<file path="src/rtl/prq_pkg.sv">
// Package for the pending request queue: transaction structs, operation and status codes.
// It also holds the default sizes.
// It has no dependencies.
package prq_pkg;

  localparam int unsigned QueueDepthDefault = 16;
  localparam int unsigned TagBitsDefault    = 8;
  localparam int unsigned FieldTagW         = 8;
  localparam int unsigned FieldCntW         = 5;

  typedef enum logic [1:0] {
    OP_PUSH        = 2'd0,
    OP_POP         = 2'd1,
    OP_CANCEL_PROC = 2'd2,
    OP_CANCEL_FILE = 2'd3
  } prq_op_e;

  typedef enum logic [1:0] {
    ST_OK    = 2'd0,
    ST_EMPTY = 2'd1,
    ST_FULL  = 2'd2
  } prq_status_e;

  typedef struct packed {
    prq_op_e                opcode;
    logic [FieldTagW-1:0]   process_tag;
    logic [FieldTagW-1:0]   file_tag;
  } prq_req_t;

  typedef struct packed {
    prq_status_e            status;
    logic [FieldTagW-1:0]   head_process;
    logic [FieldTagW-1:0]   head_file;
    logic [FieldCntW-1:0]   removed_count;
    logic [FieldCntW-1:0]   occupancy;
  } prq_rsp_t;

endpackage

</file>
<file path="src/rtl/prq_ring.sv">
// Entry storage of the pending request queue: one synchronous memory used as a ring.
// Offsets are taken relative to the head slot; the read data is registered.
// It depends on no package.
module prq_ring #(
  parameter int unsigned Depth = 16,
  parameter int unsigned AddrW = 4,
  parameter int unsigned DataW = 16
) (
  input  logic             clk_i,
  input  logic [AddrW-1:0] head_i,
  input  logic             rd_en_i,
  input  logic [AddrW-1:0] rd_off_i,
  output logic [DataW-1:0] rd_data_o,
  input  logic             wr_en_i,
  input  logic [AddrW-1:0] wr_off_i,
  input  logic [DataW-1:0] wr_data_i
);

  localparam logic [AddrW:0] DepthL = (AddrW+1)'(Depth);

  logic [DataW-1:0] mem_q [Depth];
  logic [DataW-1:0] rd_data_q;
  logic [AddrW:0]   rd_sum;
  logic [AddrW:0]   wr_sum;
  logic [AddrW:0]   rd_wrap;
  logic [AddrW:0]   wr_wrap;

  always_comb begin
    rd_sum  = {1'b0, head_i} + {1'b0, rd_off_i};
    wr_sum  = {1'b0, head_i} + {1'b0, wr_off_i};
    rd_wrap = (rd_sum >= DepthL) ? rd_sum - DepthL : rd_sum;
    wr_wrap = (wr_sum >= DepthL) ? wr_sum - DepthL : wr_sum;
  end

  always_ff @(posedge clk_i) begin
    if (wr_en_i) begin
      mem_q[wr_wrap[AddrW-1:0]] <= wr_data_i;
    end
    if (rd_en_i) begin
      rd_data_q <= mem_q[rd_wrap[AddrW-1:0]];
    end
  end

  assign rd_data_o = rd_data_q;

endmodule

</file>
<file path="src/rtl/pending_request_queue_with_cancel.sv">
// Top level of the pending request queue with push, pop and cancel by tag.
// It depends on prq_pkg and on the entry storage in prq_ring.
//
// Channel    Direction  Handshake             Payload
// request    in         start high, busy low  req_i (prq_req_t)
// response   out        done_o strobe         rsp_o (prq_rsp_t)
//
// A push and a pop or cancel on an empty queue answer in the cycle after acceptance.
// Other pops go through StPop: the head entry is read from the synchronous memory.
// Other cancels walk the entry memory in StScan, one read per cycle,
// and write each kept entry back to its compacted slot.
// After reset the queue is empty; the entry memory needs no clearing pass.
// A response is shown for one cycle only and the receiver cannot stall it.
module pending_request_queue_with_cancel #(
  parameter int unsigned QUEUE_DEPTH = prq_pkg::QueueDepthDefault,
  parameter int unsigned TAG_BITS    = prq_pkg::TagBitsDefault
) (
  input  logic               clk_i,
  input  logic               rst_ni,
  input  logic               start,
  output logic               busy,
  input  prq_pkg::prq_req_t  req_i,
  output logic               done_o,
  output prq_pkg::prq_rsp_t  rsp_o
);
  import prq_pkg::*;

  localparam int unsigned AddrW = (QUEUE_DEPTH > 1) ? $clog2(QUEUE_DEPTH) : 1;
  localparam int unsigned CntW  = $clog2(QUEUE_DEPTH + 1);
  localparam int unsigned TagW  = (TAG_BITS < FieldTagW) ? TAG_BITS : FieldTagW;
  localparam int unsigned DataW = 2 * TagW;
  localparam logic [CntW-1:0]  DepthC   = CntW'(QUEUE_DEPTH);
  localparam logic [AddrW-1:0] LastSlot = AddrW'(QUEUE_DEPTH - 1);

  localparam logic [1:0] StIdle = 2'd0;
  localparam logic [1:0] StPop  = 2'd1;
  localparam logic [1:0] StScan = 2'd2;

  logic [1:0]       state_q, state_d;
  logic [CntW-1:0]  count_q, count_d;
  logic [AddrW-1:0] head_q, head_d;
  logic [CntW-1:0]  rd_q, rd_d;
  logic [CntW-1:0]  wr_q, wr_d;
  logic [CntW-1:0]  rem_q, rem_d;
  logic [TagW-1:0]  key_q, key_d;
  logic             by_file_q, by_file_d;
  logic             done_q, done_d;
  prq_rsp_t         rsp_q, rsp_d;

  logic             accept;
  logic [TagW-1:0]  in_proc;
  logic [TagW-1:0]  in_file;
  logic             rd_en;
  logic [AddrW-1:0] rd_off;
  logic             wr_en;
  logic [AddrW-1:0] wr_off;
  logic [DataW-1:0] wr_data;
  logic [DataW-1:0] rd_data;
  logic [TagW-1:0]  rd_proc;
  logic [TagW-1:0]  rd_file;
  logic             match;
  logic [CntW-1:0]  rd_next;
  logic [CntW-1:0]  wr_next;
  logic [CntW-1:0]  rem_next;

  prq_ring #(
    .Depth (QUEUE_DEPTH),
    .AddrW (AddrW),
    .DataW (DataW)
  ) u_ring (
    .clk_i     (clk_i),
    .head_i    (head_q),
    .rd_en_i   (rd_en),
    .rd_off_i  (rd_off),
    .rd_data_o (rd_data),
    .wr_en_i   (wr_en),
    .wr_off_i  (wr_off),
    .wr_data_i (wr_data)
  );

  assign busy    = (state_q != StIdle);
  assign accept  = start && !busy;
  assign in_proc = req_i.process_tag[TagW-1:0];
  assign in_file = req_i.file_tag[TagW-1:0];
  assign rd_proc = rd_data[DataW-1:TagW];
  assign rd_file = rd_data[TagW-1:0];
  assign match   = by_file_q ? (rd_file == key_q) : (rd_proc == key_q);
  assign rd_next = rd_q + CntW'(1);
  assign wr_next = match ? wr_q : wr_q + CntW'(1);
  assign rem_next = match ? rem_q + CntW'(1) : rem_q;

  always_comb begin
    state_d   = state_q;
    count_d   = count_q;
    head_d    = head_q;
    rd_d      = rd_q;
    wr_d      = wr_q;
    rem_d     = rem_q;
    key_d     = key_q;
    by_file_d = by_file_q;
    done_d    = 1'b0;
    rsp_d     = rsp_q;
    rd_en     = 1'b0;
    rd_off    = '0;
    wr_en     = 1'b0;
    wr_off    = '0;
    wr_data   = {in_proc, in_file};

    case (state_q)
      StIdle: begin
        if (accept) begin
          rsp_d.status        = ST_OK;
          rsp_d.head_process  = '0;
          rsp_d.head_file     = '0;
          rsp_d.removed_count = '0;
          rsp_d.occupancy     = FieldCntW'(count_q);
          case (req_i.opcode)
            OP_PUSH: begin
              done_d = 1'b1;
              if (count_q == DepthC) begin
                rsp_d.status = ST_FULL;
              end else begin
                wr_en           = 1'b1;
                wr_off          = count_q[AddrW-1:0];
                count_d         = count_q + CntW'(1);
                rsp_d.occupancy = FieldCntW'(count_q + CntW'(1));
              end
            end
            OP_POP: begin
              if (count_q == '0) begin
                done_d       = 1'b1;
                rsp_d.status = ST_EMPTY;
              end else begin
                rd_en   = 1'b1;
                state_d = StPop;
              end
            end
            default: begin
              if (count_q == '0) begin
                done_d = 1'b1;
              end else begin
                rd_en     = 1'b1;
                rd_d      = '0;
                wr_d      = '0;
                rem_d     = '0;
                by_file_d = (req_i.opcode == OP_CANCEL_FILE);
                key_d     = (req_i.opcode == OP_CANCEL_FILE) ? in_file : in_proc;
                state_d   = StScan;
              end
            end
          endcase
        end
      end
      StPop: begin
        done_d             = 1'b1;
        rsp_d.head_process = FieldTagW'(rd_proc);
        rsp_d.head_file    = FieldTagW'(rd_file);
        rsp_d.occupancy    = FieldCntW'(count_q - CntW'(1));
        count_d            = count_q - CntW'(1);
        head_d             = (head_q == LastSlot) ? '0 : head_q + AddrW'(1);
        state_d            = StIdle;
      end
      StScan: begin
        wr_data = rd_data;
        wr_off  = wr_q[AddrW-1:0];
        wr_en   = !match;
        wr_d    = wr_next;
        rem_d   = rem_next;
        if (rd_next == count_q) begin
          done_d              = 1'b1;
          count_d             = wr_next;
          rsp_d.removed_count = FieldCntW'(rem_next);
          rsp_d.occupancy     = FieldCntW'(wr_next);
          state_d             = StIdle;
        end else begin
          rd_en  = 1'b1;
          rd_off = rd_next[AddrW-1:0];
          rd_d   = rd_next;
        end
      end
      default: begin
        state_d = StIdle;
      end
    endcase
  end

  always_ff @(posedge clk_i or negedge rst_ni) begin
    if (!rst_ni) begin
      state_q <= StIdle;
      count_q <= '0;
      head_q  <= '0;
      done_q  <= 1'b0;
    end else begin
      state_q <= state_d;
      count_q <= count_d;
      head_q  <= head_d;
      done_q  <= done_d;
    end
  end

  always_ff @(posedge clk_i) begin
    rd_q      <= rd_d;
    wr_q      <= wr_d;
    rem_q     <= rem_d;
    key_q     <= key_d;
    by_file_q <= by_file_d;
    rsp_q     <= rsp_d;
  end

  assign done_o = done_q;
  assign rsp_o  = rsp_q;

  a_count_in_range: assert property (@(posedge clk_i) disable iff (!rst_ni)
    count_q <= DepthC)
    else $error("Queue occupancy exceeds its depth.");

  a_scan_not_empty: assert property (@(posedge clk_i) disable iff (!rst_ni)
    (state_q == StScan) |-> (count_q != '0) && (rd_q < count_q) && (wr_q <= rd_q))
    else $error("Cancel walk indexes are out of order.");

  a_accept_answers: assert property (@(posedge clk_i) disable iff (!rst_ni)
    accept |=> done_o || busy)
    else $error("An accepted transaction neither answered nor started work.");

  a_done_on_finish: assert property (@(posedge clk_i) disable iff (!rst_ni)
    $fell(busy) |-> done_o)
    else $error("The block went idle without a response.");

endmodule
</file>
<file path="config.mk">
export PLATFORM = sky130hd
export DESIGN_NAME = pending_request_queue_with_cancel
export DESIGN_NICKNAME = d
export VERILOG_FILES = /design/src/rtl/prq_pkg.sv /design/src/rtl/prq_ring.sv /design/src/rtl/pending_request_queue_with_cancel.sv
export SDC_FILE = /design/constraint.sdc
export NUM_CORES = 1
export LEC_CHECK = 0
export ABC_AREA = 1
export BUFFER_PORTS_ARGS = -buffer_cell sky130_fd_sc_hd__buf_2
export CAP_MARGIN = 20
export CORE_MARGIN = 3
export CORE_UTILIZATION = 50
export CTS_BUF_LIST = sky130_fd_sc_hd__clkbuf_16
export CTS_CLUSTER_SIZE = 12
export DETAILED_ROUTE_END_ITERATION = 8
export PLACE_DENSITY = 0.69
export SLEW_MARGIN = 40
export SYNTH_ARGS = -nofsm -noshare
export SYNTH_HDL_FRONTEND = slang
export SYNTH_SLANG_ARGS = --single-unit
</file>
<file path="constraint.sdc">
create_clock -name clk_i -period 3.82 [get_ports clk_i]
set_clock_uncertainty 0.2 [all_clocks]
set_input_delay 0.191 -clock clk_i [delete_from_list [all_inputs] [get_ports clk_i]]
set_output_delay 0.191 -clock clk_i [all_outputs]
set_load 0.005 [all_outputs]
</file>
Yosys cells after proc, flatten, opt, wreduce, memory -nomap -nowiden
Memories as Yosys holds them, arrays and structs flattened. A register that Yosys moved wholly into a read port is not among the register bits.
Cells that the tools add are included.

word-level totals
  bits in registers = 64
  RAM bits = 256
  output and inout bits = 30
  word-level logic and storage cells = 119
  memories kept = 1

cells by class
  $add $sub $neg = 10
  order comparisons = 2
  eq/ne operators = 15
  muxes and demuxes = 56
  bitwise operators = 2
  reduce and logical (&&, ||, !) cells = 19

memory list
  name          words  width  rd ports  clocked after Yosys merged registers in  wr ports  line            source
  u_ring.mem_q  16     16     1         1                                        1         prq_ring.sv:21  logic [DataW-1:0] mem_q [Depth];

operator list
  kind                 count
  $mux 5               10
  $pmux 5 s2           4
  $mux 4               8
  $pmux 16 s2          1
  $pmux 5 s3           2
  $mux 26              1
  $add 5x1->5 const B  4
  $eq 8x8->1           2
  $mux 16              1
  $mux 1               15
  $ne 2x2->1 const B   6
  $pmux 2 s2           3
  $reduce_and 4->1     3
  $add 4x4->5          2
  $ge 5x5->1 const B   2
  $mux 10              1
  $mux 2               5
  $mux 8               1
  $pmux 4 s2           1
  $sub 4x1->4 const B  2
  $reduce_and 3->1     2
  $reduce_bool 2->1    3
  $eq 5x5->1           1
  $eq 5x5->1 const B   1
  16 further kinds     23

Logic depth before layout (Yosys ltp)
  depth after elaboration = 8
  mapped depth = 21

Hierarchy
Synthesis repeated with hierarchy kept, for this count alone.

second synthesis, totals
  cells, all modules = 1688
  area, all modules = 15850.2 µm²

by module, submodules not included
  module                             instances  cells an instance  area each (µm²)
  prq_ring                           1          1229               12112.9
  pending_request_queue_with_cancel  1          459                3737.3

Least setup slack after synthesis
OpenSTA, ideal clock, no wires.

  path kind = register to register
  start point = register state_q[0]
  end point = memory u_ring.mem_q[10][0], enable pin
  setup time = 0.388 ns
  arrival = 3.133 ns
  data required time = 3.232 ns
  path slack = 0.098 ns
  stages on the path, launching flop included = 17
  path buffers = 0
  path through = dfrtp_1 > inv_1 > ha_1 > inv_1 > nor2_1 > nand2_1 > inv_1 > nand2_1 > o21ai_0 > ha_1 > nand3_1 > nand2_1 > xor2_1 > or2_2 > nand2_1 > nand2_1 > nor2_1

on the way
  longest elaborated chain between the ends = 8

RTL lines
  item                                       line                                      source
  start, declared                            pending_request_queue_with_cancel.sv:39   logic [1:0] state_q, state_d;
  start signal, assigned                     pending_request_queue_with_cancel.sv:189  state_q <= StIdle;
  start signal, assigned                     pending_request_queue_with_cancel.sv:194  state_q <= state_d;
  $reduce_bool 2->1 (*)                      pending_request_queue_with_cancel.sv:81   assign busy = (state_q != StIdle);
  via busy                                   pending_request_queue_with_cancel.sv:21   output logic busy,
  $logic_not 1->1 (*)                        pending_request_queue_with_cancel.sv:82   assign accept = start && !busy;
  $logic_and 1x1->1 (*)                      pending_request_queue_with_cancel.sv:82
  $mux 4                                     pending_request_queue_with_cancel.sv:111  if (accept) begin
  $pmux 4 s2                                 pending_request_queue_with_cancel.sv:109  case (state_q)
  $add 4x4->5                                prq_ring.sv:30                            wr_sum = {1'b0, head_i} + {1'b0, wr_off_i};
  $sub 4x1->4 or $ge 5x5->1 (tied branches)  prq_ring.sv:32                            wr_wrap = (wr_sum >= DepthL) ? wr_sum - DepthL : wr_sum;
  $mux 4                                     prq_ring.sv:32
  end, declared                              prq_ring.sv:21

The timed path passes the listed nets; every way through them passes the cells marked *.

Worst setup path in the final report
  start point = register state_q[1]
  end point = memory u_ring.mem_q[13][15], enable pin

on the way
  longest elaborated chain between the ends = 8

RTL lines
  item                                       line
  $reduce_bool 2->1                          pending_request_queue_with_cancel.sv:81
  $logic_not 1->1                            pending_request_queue_with_cancel.sv:82
  $logic_and 1x1->1                          pending_request_queue_with_cancel.sv:82
  $mux 4                                     pending_request_queue_with_cancel.sv:111
  $pmux 4 s2                                 pending_request_queue_with_cancel.sv:109
  $add 4x4->5                                prq_ring.sv:30
  $sub 4x1->4 or $ge 5x5->1 (tied branches)  prq_ring.sv:32
  $mux 4                                     prq_ring.sv:32

Several ways; a longest one is shown, not always the timed one.

==> flow_summary.json <==
{
  "outcome": "completed",
  "holdPathEnd": "u_ring.mem_q[0][5]",
  "hpwl_mm": 21.4,
  "yosys.area.top_type": "edfxtp_1",
  "syn_inst": 1346,
  "synth_area_leaders": "edfxtp_1 (66%), nor2_1 (7.5%), o21ai_0 (5.4%)",
  "max_freq_ghz": 0.273,
  "grt_pass1_vias": 9847,
  "dr.pass1.iters": 5,
  "num-fill-cells": 2286,
  "hold_path_class": "input port to flop",
  "max_cap_violations": 0,
  "gp_congestion": 0.867,
  "die_h_um": 178,
  "min_period_ns": 3.66,
  "wl_per_cell_um": 18.8,
  "final_layout_size_suffix_gt1_share_pct": 15.0,
  "path_max_fanout": 5,
  "worst_slew_margin_rel_pct": 50.1,
  "port_buffers": 50,
  "postSynthAreaPerCell_um2": 11.0,
  "startpoint_type": "flop",
  "post-place-cells": 1794,
  "cts_inserted_buffers": 36,
  "nets": 1516,
  "r2r_cells": 16,
  "area_growth_pct": 17.9,
  "rows": 62,
  "wl_mm": 35.3,
  "period_share_pct": 95.9,
  "layout_commonest_cell": "edfxtp_1",
  "slowest_stage": "fa_1",
  "finalMaxSlewViolations": 0,
  "vias": 10300,
  "core_um2": 29000,
  "final_cell_mix": "edfxtp_1 (324), nor2_1 (289), nand2_1 (189)",
  "viasPerCell": 5.48,
  "clockRootBuffer": "clkbuf_16",
  "rr_startpoint": "state_q[1]",
  "fin_cells": 1877,
  "crit_type": "flop to flop",
  "yosys_warnings": 0,
  "end_kind": "flop",
  "syn_area_um2": 14800,
  "cp_top_family": "buffers and inverters",
  "r2r-end": "u_ring.mem_q[13][15]",
  "multi_input_area_um2": 4260,
  "cts_tree": "done",
  "initial_core_util_pct": 51.1,
  "ant_nets": 0,
  "synth_top_area_share_pct": 65.6,
  "worstMarginPinSlew_ns": 0.749,
  "die_w_um": 178,
  "ys_seq_area_share_pct": 67.6,
  "critPathBufInv": 8,
  "track_usage_pct": 22.2,
  "cp_data_arrival_time_ns": 3.69,
  "syn_nets": 1387,
  "min-delay-start": "req_i[5]",
  "worstPathRequired_ns": 3.85,
  "clk_pin_slew_ns": 0.06,
  "cts_max_path_buffers": 3,
  "grt_max_degree": 129,
  "grt_remaining_overflow": 0,
  "num_antenna_cells": 0,
  "hold_violations": 0,
  "htreeDepth": 2,
  "ys_types": 44,
  "grt_antenna_before_repair": 0,
  "slowest_delay_ns": 0.45,
  "setup_viol": 0,
  "synth-seq-cells": 336,
  "drc": 0,
  "num_io_pins": 51,
  "regArea_um2": 10000,
  "ff2ff_setup_slack_ns": 0.16,
  "die-area_um2": 31800,
  "clkLatencyLatePin_ns": 0.52,
  "cts_sinks": 336,
  "drt-initial-drc-count": 954,
  "grt_pass1_wl_mm": 54.6,
  "path_cells": "inv_1, ha_1, inv_1, nor2_1, nand2_1, inv_1, nand2_1, o21ai_0, buf_4, buf_4, fa_1, inv_1, nand3_1, buf_4, nor2_1, buf_4",
  "hold_depth": 4
}
==> worst max path at each step <==
stage                    start  cells past startpoint                    to
floorplan           state_q[0]                     16   u_ring.mem_q[10][0]
global placement    state_q[1]                     18    u_ring.mem_q[4][4]
detailed placement  state_q[1]                     18   u_ring.mem_q[7][13]
CTS                 state_q[1]                     18    u_ring.mem_q[7][3]
global route        state_q[1]                     16    u_ring.mem_q[9][1]
finish              state_q[1]                     16  u_ring.mem_q[13][15]
==> worst reg2reg max path, stage by stage, from the launching register on <==
cell and delay, ns:
dfrtp_1 0.38, inv_1 0.09, ha_1 0.18, inv_1 0.07, nor2_1 0.13, nand2_1 0.13, inv_1 0.10, nand2_1 0.06
o21ai_0 0.15, buf_4 0.14, buf_4 0.10, fa_1 0.45, inv_1 0.12, nand3_1 0.29, buf_4 0.26, nor2_1 0.31
buf_4 0.23
==> routing by layer <==
layer	part of all wire [%]	GRT usage, %	wire (um)	up-vias
met3	7.8	3.81	2730	48
met5	0	0	0	-
met4	1.8	5.97	652	0
met1	44	31.8	15400	4930
li1	-	-	-	4881
met2	47	35.5	16400	432
==> per-stage QoR <==
| step | setup slack (ns) | hold WS (ns) | util (%) | area, um^2 | TNS, ns |
|---|---|---|---|---|---|
| detailed placement | 0.255 | -0.0920 | 55.6 | 16100 | 0 |
| floorplan | 0.0981 | -0.305 | - | 14800 | 0 |
| global route | -0.0228 | 0.124 | 60.3 | 17500 | -0.304 |
| global placement | 0.0757 | -0.0968 | 55.4 | 16100 | 0 |
| finish | 0.158 | 0.107 | 60.3 | 17500 | 0 |
| CTS | 0.214 | 0.0734 | 60.1 | 17400 | 0 |
==> layout make-up <==
cell class	count	area share, %
Multi-Input combinational cell	859	24.3
Sequential cell	336	57.3
Clock inverter	18	0.786
Inverter	89	1.94
Clock buffer	38	5.43
Tap cell	384	2.75
Timing Repair Buffer	153	7.45
==> repair_timing <==
item / in CTS / in global routing
hold buffers: 22 / 0
resized for setup: 0 / 0
buffers inserted: 0 / 5
setup endpoints to repair: 0 / 84
hold endpoints to repair: 26 / 0
==> cells in the mapped netlist (all sizes together) <==
| cell | instances |
|---|---|
| o211ai | 2 |
| a21boi | 2 |
| clkinv | 1 |
| xnor2 | 6 |
| or2 | 2 |
| nor4 | 2 |
| nor2 | 302 |
| fa | 2 |
| edfxtp | 324 |
| inv | 88 |
| ha | 18 |
| clkbuf | 42 |
| nand4 | 19 |
| nand3 | 82 |
| nand3b | 38 |
| xor2 | 9 |
| a21oi | 8 |
| o22ai | 2 |
| o21ai | 163 |
| nand2 | 196 |
| a31oi | 1 |
| nor3 | 3 |
| dfrtp | 12 |
| o31ai | 1 |
| buf | 20 |
| nor3b | 1 |
==> flip-flops by register name, indices dropped and copies added, names as in the netlist <==
name	flops
u_ring.mem_q	256
rsp_o	28
u_ring.rd_data_o	16
key_q	8
count_q	5
rd_q	5
rem_q	5
wr_q	5
head_q	4
state_q	2
by_file_q	1
done_o	1
==> logic make-up after synthesis <==
kind of cell    after synthesis  synth area share, %
flops                       336                 67.6
buf+inv                     151                 4.17
compound gates              179                 6.23
fa+ha+maj                    20                 1.79
xor+xnor                     15                0.885
simple gates                645                 19.3
Power is left out: the tool's default activity adds up to more than one toggle a clock period on the data nets, which glitch-free logic cannot reach.
